$ cat config.mk
export PLATFORM = sky130hd
export DESIGN_NAME = escape_sequence_decoder_flat
export DESIGN_NICKNAME = d
export VERILOG_FILES = /design/src/esd_pkg.sv /design/src/esd_if.sv /design/src/esd_decode.sv /design/src/escape_sequence_decoder.sv /design/src/flat_wrapper.sv
export SDC_FILE = /design/constraint.sdc
export NUM_CORES = 1
export LEC_CHECK = 0
export CAP_MARGIN = 20
export CORE_ASPECT_RATIO = 1.4
export CORE_MARGIN = 10
export CORE_UTILIZATION = 30
export DETAILED_ROUTE_END_ITERATION = 16
export DONT_BUFFER_PORTS = 1
export GPL_ROUTABILITY_DRIVEN = 0
export PLACE_DENSITY = 0.43
export SLEW_MARGIN = 5
export SYNTH_ARGS = -nofsm -noshare
export SYNTH_HDL_FRONTEND = slang
export SYNTH_SLANG_ARGS = --single-unit
$ cat constraint.sdc
create_clock -name clk -period 3.2 [get_ports clk]
set_input_delay 0.32 -clock clk [delete_from_list [all_inputs] [get_ports clk]]
set_output_delay 0.32 -clock clk [all_outputs]
set_load 0.02 [all_outputs]
$ cat src/esd_pkg.sv
// ---------------------------------------------------------------------------
// esd_pkg
// Types and character codes shared by the escape sequence decoder files.
// ---------------------------------------------------------------------------
`default_nettype none

package esd_pkg;

  typedef enum logic [1:0] {
    MODE_IDLE = 2'd0,
    MODE_HEX2 = 2'd1,
    MODE_HEX4 = 2'd2
  } mode_t;

  typedef struct packed {
    mode_t       mode;
    logic [2:0]  digits_left;
    logic [15:0] hex_value;
  } dec_state_t;

  typedef struct packed {
    logic [1:0] cnt;
    logic       failed;
    logic [7:0] b0;
    logic [7:0] b1;
    logic [7:0] b2;
  } res_group_t;

  localparam logic [7:0] CHAR_DQUOTE = 8'h22;
  localparam logic [7:0] CHAR_BSLASH = 8'h5C;
  localparam logic [7:0] CHAR_APOS   = 8'h27;
  localparam logic [7:0] CHAR_B      = 8'h62;
  localparam logic [7:0] CHAR_F      = 8'h66;
  localparam logic [7:0] CHAR_N      = 8'h6E;
  localparam logic [7:0] CHAR_R      = 8'h72;
  localparam logic [7:0] CHAR_T      = 8'h74;
  localparam logic [7:0] CHAR_E      = 8'h65;
  localparam logic [7:0] CHAR_X      = 8'h78;
  localparam logic [7:0] CHAR_U      = 8'h75;

  localparam logic [7:0] BYTE_BS  = 8'h08;
  localparam logic [7:0] BYTE_FF  = 8'h0C;
  localparam logic [7:0] BYTE_LF  = 8'h0A;
  localparam logic [7:0] BYTE_CR  = 8'h0D;
  localparam logic [7:0] BYTE_TAB = 8'h09;
  localparam logic [7:0] BYTE_ESC = 8'h1B;

  localparam logic [2:0] DIGITS_HEX2 = 3'd2;
  localparam logic [2:0] DIGITS_HEX4 = 3'd4;

endpackage

`default_nettype wire

$ cat src/esd_if.sv
// ---------------------------------------------------------------------------
// esd_if
// Valid/ready channels for escape characters and decoded result bytes.
// ---------------------------------------------------------------------------
`default_nettype none

interface esd_in_if;
  logic       valid;
  logic       ready;
  logic [7:0] esc_char;
  logic       text_ends;

  modport source (output valid, output esc_char, output text_ends, input ready);
  modport sink   (input valid, input esc_char, input text_ends, output ready);
endinterface

interface esd_out_if;
  logic       valid;
  logic       ready;
  logic [7:0] out_byte;
  logic       failed;
  logic       last_of_run;

  modport source (output valid, output out_byte, output failed, output last_of_run,
                  input ready);
  modport sink   (input valid, input out_byte, input failed, input last_of_run,
                  output ready);
endinterface

`default_nettype wire

$ cat src/esd_decode.sv
// ---------------------------------------------------------------------------
// esd_decode
// Decodes one escape character against the current state into the next
// state and a group of zero to three result bytes.
// ---------------------------------------------------------------------------
`default_nettype none

module esd_decode (
  input  wire logic [7:0]          esc_char,
  input  wire logic                text_ends,
  input  wire esd_pkg::dec_state_t st,
  output esd_pkg::dec_state_t      st_next,
  output esd_pkg::res_group_t      grp
);

  localparam esd_pkg::dec_state_t STATE_IDLE = '{esd_pkg::MODE_IDLE, 3'd0, 16'd0};

  logic        is_hex;
  logic [3:0]  digit;
  logic [15:0] hex_next;
  logic [2:0]  left_next;

  always_comb begin
    is_hex = 1'b1;
    digit  = 4'd0;
    case (esc_char) inside
      [8'h30:8'h39]: digit = 4'(esc_char - 8'h30);
      [8'h61:8'h66]: digit = 4'(esc_char - 8'h57);
      [8'h41:8'h46]: digit = 4'(esc_char - 8'h37);
      default:       is_hex = 1'b0;
    endcase
  end

  assign hex_next  = {st.hex_value[11:0], digit};
  assign left_next = st.digits_left - 3'd1;

  always_comb begin
    st_next    = st;
    grp.cnt    = 2'd0;
    grp.failed = 1'b0;
    grp.b0     = 8'd0;
    grp.b1     = 8'd0;
    grp.b2     = 8'd0;
    if (st.mode != esd_pkg::MODE_HEX2 && st.mode != esd_pkg::MODE_HEX4) begin
      st_next.mode = esd_pkg::MODE_IDLE;
      grp.cnt      = 2'd1;
      case (esc_char)
        esd_pkg::CHAR_DQUOTE: grp.b0 = esd_pkg::CHAR_DQUOTE;
        esd_pkg::CHAR_BSLASH: grp.b0 = esd_pkg::CHAR_BSLASH;
        esd_pkg::CHAR_APOS:   grp.b0 = esd_pkg::CHAR_APOS;
        esd_pkg::CHAR_B:      grp.b0 = esd_pkg::BYTE_BS;
        esd_pkg::CHAR_F:      grp.b0 = esd_pkg::BYTE_FF;
        esd_pkg::CHAR_N:      grp.b0 = esd_pkg::BYTE_LF;
        esd_pkg::CHAR_R:      grp.b0 = esd_pkg::BYTE_CR;
        esd_pkg::CHAR_T:      grp.b0 = esd_pkg::BYTE_TAB;
        esd_pkg::CHAR_E:      grp.b0 = esd_pkg::BYTE_ESC;
        esd_pkg::CHAR_X, esd_pkg::CHAR_U: begin
          if (text_ends) begin
            st_next    = STATE_IDLE;
            grp.failed = 1'b1;
          end else begin
            st_next.mode        = (esc_char == esd_pkg::CHAR_X) ? esd_pkg::MODE_HEX2
                                                                 : esd_pkg::MODE_HEX4;
            st_next.digits_left = (esc_char == esd_pkg::CHAR_X) ? esd_pkg::DIGITS_HEX2
                                                                 : esd_pkg::DIGITS_HEX4;
            st_next.hex_value   = 16'd0;
            grp.cnt             = 2'd0;
          end
        end
        default: begin
          st_next    = STATE_IDLE;
          grp.failed = 1'b1;
        end
      endcase
    end else if (!is_hex) begin
      st_next    = STATE_IDLE;
      grp.cnt    = 2'd1;
      grp.failed = 1'b1;
    end else if (left_next != 3'd0) begin
      st_next.hex_value   = hex_next;
      st_next.digits_left = left_next;
      if (text_ends) begin
        st_next    = STATE_IDLE;
        grp.cnt    = 2'd1;
        grp.failed = 1'b1;
      end
    end else begin
      st_next = STATE_IDLE;
      if (st.mode == esd_pkg::MODE_HEX2 || hex_next < 16'h0080) begin
        grp.cnt = 2'd1;
        grp.b0  = hex_next[7:0];
      end else if (hex_next < 16'h0800) begin
        grp.cnt = 2'd2;
        grp.b0  = {3'b110, hex_next[10:6]};
        grp.b1  = {2'b10, hex_next[5:0]};
      end else begin
        grp.cnt = 2'd3;
        grp.b0  = {4'b1110, hex_next[15:12]};
        grp.b1  = {2'b10, hex_next[11:6]};
        grp.b2  = {2'b10, hex_next[5:0]};
      end
    end
  end

endmodule

`default_nettype wire

$ cat src/escape_sequence_decoder.sv
// ---------------------------------------------------------------------------
// escape_sequence_decoder
// Decodes C-style escape text, one character per transfer, into bytes.
// ---------------------------------------------------------------------------
// A character is registered in the input stage, decoded from there into the
// result register, and its first result byte is offered from there.
// Throughput: one character per cycle while the result register is free;
// a \u escape of two or three UTF-8 bytes holds it until each byte transfers.
// Reset empties the input stage and the result register and idles the decoder.
`default_nettype none

module escape_sequence_decoder (
  input wire logic   clk,
  input wire logic   rst,
  esd_in_if.sink     chars,
  esd_out_if.source  results
);

  logic                in_vld;
  logic [7:0]          in_char;
  logic                in_ends;
  esd_pkg::dec_state_t st;
  esd_pkg::dec_state_t st_next;
  esd_pkg::res_group_t dec_grp;
  logic [1:0]          grp_cnt;
  logic                grp_failed;
  logic [7:0]          grp_b0;
  logic [7:0]          grp_b1;
  logic [7:0]          grp_b2;
  logic                pop;
  logic                grp_free;
  logic                advance;

  esd_decode u_decode (
    .esc_char  (in_char),
    .text_ends (in_ends),
    .st        (st),
    .st_next   (st_next),
    .grp       (dec_grp)
  );

  assign pop      = results.valid && results.ready;
  assign grp_free = (grp_cnt == 2'd0) || (grp_cnt == 2'd1 && results.ready);
  assign advance  = in_vld && grp_free;

  assign chars.ready         = !in_vld || grp_free;
  assign results.valid       = grp_cnt != 2'd0;
  assign results.out_byte    = grp_b0;
  assign results.failed      = grp_failed;
  assign results.last_of_run = grp_cnt == 2'd1;

  always_ff @(posedge clk) begin
    if (rst) begin
      in_vld  <= 1'b0;
      grp_cnt <= 2'd0;
      st      <= '{esd_pkg::MODE_IDLE, 3'd0, 16'd0};
    end else begin
      if (chars.ready) begin
        in_vld <= chars.valid;
      end
      if (advance) begin
        grp_cnt <= dec_grp.cnt;
        st      <= st_next;
      end else if (pop) begin
        grp_cnt <= grp_cnt - 2'd1;
      end
    end
  end

  always_ff @(posedge clk) begin
    if (chars.ready) begin
      in_char <= chars.esc_char;
      in_ends <= chars.text_ends;
    end
    if (advance) begin
      grp_failed <= dec_grp.failed;
      grp_b0     <= dec_grp.b0;
      grp_b1     <= dec_grp.b1;
      grp_b2     <= dec_grp.b2;
    end else if (pop) begin
      grp_b0 <= grp_b1;
      grp_b1 <= grp_b2;
    end
  end

endmodule

`default_nettype wire
$ cat src/flat_wrapper.sv
// flat-port wrapper written by rule: the top's interface ports become plain ports
module escape_sequence_decoder_flat 
  (clk, rst, chars_valid, chars_esc_char, chars_text_ends, chars_ready, results_valid, results_out_byte, results_failed, results_last_of_run, results_ready);
  esd_in_if chars_i ();
  esd_out_if results_i ();
  input wire logic clk;
  input wire logic rst;
  input wire logic [$bits(chars_i.valid)-1:0] chars_valid;
  input wire logic [$bits(chars_i.esc_char)-1:0] chars_esc_char;
  input wire logic [$bits(chars_i.text_ends)-1:0] chars_text_ends;
  output wire logic [$bits(chars_i.ready)-1:0] chars_ready;
  output wire logic [$bits(results_i.valid)-1:0] results_valid;
  output wire logic [$bits(results_i.out_byte)-1:0] results_out_byte;
  output wire logic [$bits(results_i.failed)-1:0] results_failed;
  output wire logic [$bits(results_i.last_of_run)-1:0] results_last_of_run;
  input wire logic [$bits(results_i.ready)-1:0] results_ready;
  assign chars_i.valid = chars_valid;
  assign chars_i.esc_char = chars_esc_char;
  assign chars_i.text_ends = chars_text_ends;
  assign chars_ready = chars_i.ready;
  assign results_valid = results_i.valid;
  assign results_out_byte = results_i.out_byte;
  assign results_failed = results_i.failed;
  assign results_last_of_run = results_i.last_of_run;
  assign results_i.ready = results_ready;
  escape_sequence_decoder u_core (.clk(clk), .rst(rst), .chars(chars_i), .results(results_i));
endmodule
# Yosys cells after proc, flatten, opt, wreduce, memory -nomap -nowiden
# Cells that the tools add are included.
# classes
n_addsub	5
n_lt_le_gt_ge	8
n_eq_ne	17
muxes	39
bitwise_logic	1
reduce_logical	21
# ops
cell	n
21-bit 2-to-1 mux	5
8-bit by 7-bit equality test with 1-bit output, second input constant	9
7-bit one-hot mux with 9 select lines	1
24-bit 2-to-1 mux	2
8-bit 2-to-1 mux	6
21-bit one-hot mux with 2 select lines	1
16-bit 2-to-1 mux	2
8-bit by 6-bit equality test with 1-bit output, second input constant	2
8-bit by 7-bit greater-or-equal comparator with 1-bit output, second input constant	2
8-bit by 7-bit <= comparator with 1-bit output, second input constant	2
16-bit by 12-bit less-than comparator with 1-bit output, second input constant	1
16-bit by 8-bit less-than comparator with 1-bit output, second input constant	1
14-bit 2-to-1 mux	1
2-bit 2-to-1 mux	7
4-bit 2-to-1 mux	3
11-bit 2-to-1 mux	1
9-bit OR reduction	1
8-bit by 6-bit greater-or-equal comparator with 1-bit output, second input constant	1
8-bit by 6-bit <= comparator with 1-bit output, second input constant	1
4-bit by 3-bit subtractor with 4-bit output, second input constant	2
1-bit logical AND	7
1-bit 2-to-1 mux	7
3-bit 2-to-1 mux	2
5-bit OR reduction	1
17 further kinds	23
# word_totals
reg_bits	54
inputBits	13
output_inout_bits	12
word_cells	103

# Depth between registers and ports, before layout
# logic_depth
word_depth	12
mapped_depth	10
ltp_nobuf	8

# Hierarchy
# Synthesis repeated with hierarchy kept, for this count alone.
# unflattened
cells_unflattened	350
hier_area_um2	3469.6
# modules_own_cells
module	instances	cells_each	area_each_um2	seq_area_each_um2
escape_sequence_decoder	1	174	2253.4	1501.4
esd_decode	1	176	1216.2	0.0

# Least setup slack after synthesis
# OpenSTA, ideal clock, no wires.
# synth_path
path_type	register -> register
start	reg u_core.in_char[0]
end	reg u_core.grp_b0[3] (netlist: u_core.results.out_byte[3]), data pin
setup_ns	0.255
arrival_ns	2.246
t_required_ns	2.945
setup_slack_ns	0.699
path_stages_with_launch	9
path_buffers	1
synth_period_minus_slack_ns	2.501
path_cell_list	edfxtp_1 -> inv_1 -> ha_1 -> nand2b_1 -> a211oi_1 -> o41ai_2 -> clkbuf_1 -> o211ai_1 -> o21a_1
# synth_between
elab_chain_cells	12
word_cells_on_any_way	37
classes_between	add/sub (3); order compare (8); eq/ne (9); mux (13); reduce/logical (4)
# synth_rtl
item	line	source
start: declaration	escape_sequence_decoder.sv:20	logic [7:0] in_char;
start signal: assignment	escape_sequence_decoder.sv:72	in_char <= chars.esc_char;
8-bit by 7-bit greater-or-equal comparator with 1-bit output (no line) or 8-bit by 7-bit <= comparator with 1-bit output (tied branches)	--	
1-bit logical AND (no line)	--	
4-bit 2-to-1 mux (3 in series)	esd_decode.sv:26	case (esc_char) inside
16-bit by 12-bit less-than comparator with 1-bit output or 16-bit by 8-bit less-than comparator with 1-bit output (tied branches)	esd_decode.sv:92, esd_decode.sv:89	
14-bit 2-to-1 mux or 1-bit logical OR (tied branches)	esd_decode.sv:92, esd_decode.sv:89	
8-bit 2-to-1 mux	esd_decode.sv:89	if (st.mode == esd_pkg::MODE_HEX2 || hex_next < 16'h0080) begin
24-bit 2-to-1 mux	esd_decode.sv:79	end else if (left_next != 3'd0) begin
24-bit 2-to-1 mux	esd_decode.sv:75	end else if (!is_hex) begin
11-bit 2-to-1 mux (*)	esd_decode.sv:44	if (st.mode != esd_pkg::MODE_HEX2 && st.mode != esd_pkg::MODE_HEX4) begin
8-bit 2-to-1 mux (*)	escape_sequence_decoder.sv:75	if (advance) begin
end signal: assignment	escape_sequence_decoder.sv:77	grp_b0 <= dec_grp.b0;
end signal: assignment	escape_sequence_decoder.sv:81	grp_b0 <= grp_b1;
end: declaration	escape_sequence_decoder.sv:27	logic [7:0] grp_b0;
# Mark *: on every way between the ends. The rest lies on a longest branch, timed or not.
# A chain may end at the register's enable or synchronous reset.

# Worst setup path in the final report
# layout_path
start	reg u_core.in_char[4]
end	reg u_core.grp_b2[2], data pin
# layout_between
elab_chain_cells	8
word_cells_on_any_way	20
classes_between	order compare (8); mux (6); bitwise (1); reduce/logical (5)
# layout_rtl
item	line	source
8-bit by 7-bit greater-or-equal comparator with 1-bit output (no line) or 8-bit by 7-bit <= comparator with 1-bit output (tied branches)	--	
1-bit logical AND (no line)	--	
4-bit 2-to-1 mux (3 in series)	esd_decode.sv:26	
16-bit by 8-bit less-than comparator with 1-bit output	esd_decode.sv:89	
1-bit logical OR	esd_decode.sv:89	
5-bit OR reduction (no line)	--	
end signal: assignment	escape_sequence_decoder.sv:79	grp_b2 <= dec_grp.b2;
end: declaration	escape_sequence_decoder.sv:29	logic [7:0] grp_b2;
# Parallel ways exist; a longest one is shown, timed or not.

==> reports/summary.txt <==
run status: finished, final reports clean
flops & latches, synth: 52
Hold Crit Class: primary input to flop
Skew-Pair Late Insertion Delay: 300 ps
crit share post-route: 86.4%
worst hold start: rst
Pleak: 1.08 nW
vias in the first global route: 2427
Die Width: 104 µm
Routed WL per cell: 18.5 µm
DRT iter0 DRCs: 152
Peak VDD IR: 183 µV
Critical Path End Type: flop
critical path required time: 3350 ps
Final Max Tran Viols: 0
Post-CTS Setup Repair Bufs: 0
Cell Count, Final, Fillers Out: 445
Total GRT Usage: 11.4%
Seq/Total Area, Yosys: 45.5%
unrepaired setup endpoints after global routing: no
reg2reg start: u_core.in_char[4]
final hold viol count: 0
largest net degree at the start of global routing: 22
Vias: 2397
total die area: 14400 µm²
CTS tree: yes
Num CTS Buffers: 5
critical path start-end classification: flop to flop
Port-buffer cells: 0
top cells by area, synth: edfxtp_1 32%, dfxtp_1 13%, a21oi_1 5.2%, ha_1 4.2%, o21ai_0 3.7%
Syn Std Cell Area: 2990 µm²
post_cts resized: 0
Root Buffer: clkbuf_16
PD cells: 571 nW/µm²
setup ws final: 436 ps
Setup Skew: 5.31 ps
initial antenna violation count: 0
min Tclk post-route: 2760 ps
Syn Inst Count: 312
global-route wire length before repair: 13.4 mm
syn avg cell area: 9.60 µm²
hold depth: 1
Reg2Reg Depth: 5
DP HPWL: 6.20 mm
antenna-violating nets left: 0
diode count: 0
grt ovf: 0
Syn Nets: 335
dominant synthesized flop cell: edfxtp_1
cell taking the most area after synthesis: edfxtp_1
core area: 9850 µm²
Area Overhead vs Synth: 10.8%
DIE HEIGHT: 138 µm
CP arrival: 2910 ps
Slowest cell on crit path: or4b_1
Pre-antenna DRT Iters: 4
CTS clk-pin slew, worst paths: 70 ps
I/O pin count: 25
setup TNS: 0 ps
Worst Path Max Fanout: 12
total of max-cap violations: 0
Clock Tree Buf Depth: 2
Worst Tran Pin Value: 586 ps
Final Setup Violations: 0
dpl cell area: 3150 µm²
drt total wl: 8.23 mm
Final Cell Area: 3320 µm²
headroom to the max-slew limit: 59.8%
Max Freq: 362 MHz
crit-path max cell delay: 590 ps
Hold-fix buffers, CTS: 0
fin nets: 332
hold_ws: 81.3 ps
Post-synth EDFFs: 32
worst r2r dst: u_core.grp_b2[2]
Remaining DRCs: 0
Worst setup SP type: flop
share of synthesized flip-flops with an asynchronous set or reset: 0%
vias per inst: 5.39
post-synth top area share: 32.1%
Unique masters post-synth: 64
CTS HTree Levels: 2
# rows: 43
Min-Delay Endpoint: u_core.st[0]
CP Cell Sequence: or4b_1 > or3b_4 > a211o_2 > or3b_1 > nor3_2
Yosys warnings: 0
R2R setup slack: 440 ps
Setup WS pre-CTS: 443 ps
Starting Density: 30.4%
layout cells sized above 1: 10.3%
DP Cell Count: 437
clock sinks: 52
[metal layers]
layer	track usage, %	vias up	part of all wire [%]
li1	-	1184	-
met1	12.9	1149	42
met2	19.9	46	51
met3	2.33	18	3.6
met4	5.44	0	2.7
met5	0	-	0
[critical path: cells and delay by family, from the launching register on]
| family | cells | cell delay [ps] |
|---|---|---|
| AOI/OAI and AO/OA | 1 | 470 |
| and+or+nand+nor | 4 | 1680 |
| DFF | 1 | 460 |
[per-stage QoR]
step                utilization, %  power (mW)
floorplan                        -        1.19
finish                        33.7        1.90
CTS                           33.7        1.92
detailed placement            32.0        1.30
global placement              32.0        1.30
global route                  33.7        2.00
[sequential cells by signal (all words and copies together), names as in the netlist]
signal and flops:
u_core.results.failed 1, u_core.in_ends 1, u_core.grp_cnt 2, u_core.st 17
u_core.results.out_byte 8, u_core.in_char 8, u_core.in_vld 1, u_core.grp_b1 7
u_core.grp_b2 7
[cell usage after synthesis, types with 2 or more instances]
| cell | instances |
|---|---|
| dfxtp_1 | 20 |
| a22oi_1 | 2 |
| xnor2_1 | 2 |
| nand2_1 | 22 |
| nor2_1 | 19 |
| a22o_1 | 4 |
| o21a_1 | 3 |
| or4_1 | 4 |
| buf_2 | 4 |
| o211a_1 | 2 |
| inv_1 | 15 |
| a21oi_1 | 31 |
| a21boi_0 | 3 |
| a31oi_1 | 5 |
| o31ai_1 | 6 |
| or3_1 | 2 |
| nor3_2 | 2 |
| nor3_1 | 5 |
| a221oi_1 | 2 |
| mux2i_1 | 3 |
| or2_2 | 3 |
| a211oi_1 | 7 |
| a21o_1 | 2 |
| clkbuf_1 | 13 |
| o21ai_0 | 22 |
| nor4_1 | 5 |
| o22a_1 | 2 |
| nand3b_1 | 4 |
| ha_1 | 10 |
| nand4_1 | 10 |
| nand3_1 | 4 |
| nand2b_1 | 6 |
| o211ai_1 | 5 |
| a2bb2oi_1 | 2 |
| edfxtp_1 | 32 |
[final cells by class]
class / instances / area, µm²
sequential: 52 / 1360
inverter: 15 / 56.3
tap: 135 / 169
multi-input combinational: 226 / 1500
timing repair buffer: 9 / 67.6
fill: 1006 / 6530
clock inverter: 3 / 42.5
clock buffer: 5 / 125
[where the power goes]
| part | switching (mW) | internal, mW |
|---|---|---|
| logic | 0.237 | 0.134 |
| registers | 0.0832 | 0.820 |
| clock network | 0.254 | 0.368 |
| total | 0.574 | 1.32 |
[kinds of logic (layout without fill, tap and decap cells)]
group,after synthesis,after routing,share of synthesized area [%]
compound gates,112,112,25.2
xor+xnor,2,2,0.585
fa+ha+maj,10,10,4.18
buf+inv,34,32,4.55
flops,52,52,45.5
mux,4,4,1.38
simple gates,98,98,18.7
[layout by cell type (no fill, tap or decap), drive strengths merged, types with 3 or more instances in the layout]
cell type | synthesis | final
nand2 | 22 | 22
a21boi | 3 | 3
buf | 6 | 9
a22o | 4 | 4
o21a | 3 | 3
a21o | 3 | 3
nand2b | 6 | 6
nand4 | 10 | 10
o21ai | 22 | 22
nor3 | 7 | 7
a21oi | 31 | 31
a211oi | 7 | 7
inv | 15 | 15
clkbuf | 13 | 5
edfxtp | 32 | 32
mux2i | 3 | 3
o31ai | 6 | 6
nor2 | 19 | 19
nand3b | 4 | 4
or3 | 3 | 3
nor4 | 5 | 5
ha | 10 | 10
or2 | 3 | 3
nand3 | 4 | 4
or4 | 4 | 4
dfxtp | 20 | 20
o211ai | 5 | 5
a31oi | 5 | 5
[worst max path at each step]
stage	start	endpoint	slack (ps)	depth (start not counted)
CTS	u_core.in_char[4]	u_core.grp_b2[2]	430	5
global placement	u_core.in_char[4]	u_core.grp_b2[2]	480	5
finish	u_core.in_char[4]	u_core.grp_b2[2]	440	5
global route	u_core.in_char[4]	u_core.grp_b2[2]	260	5
detailed placement	u_core.in_char[4]	u_core.grp_b2[2]	440	5
floorplan	u_core.in_char[0]	u_core.results.out_byte[3]	700	8
No activity file was read; power rests on OpenSTA's default activity.
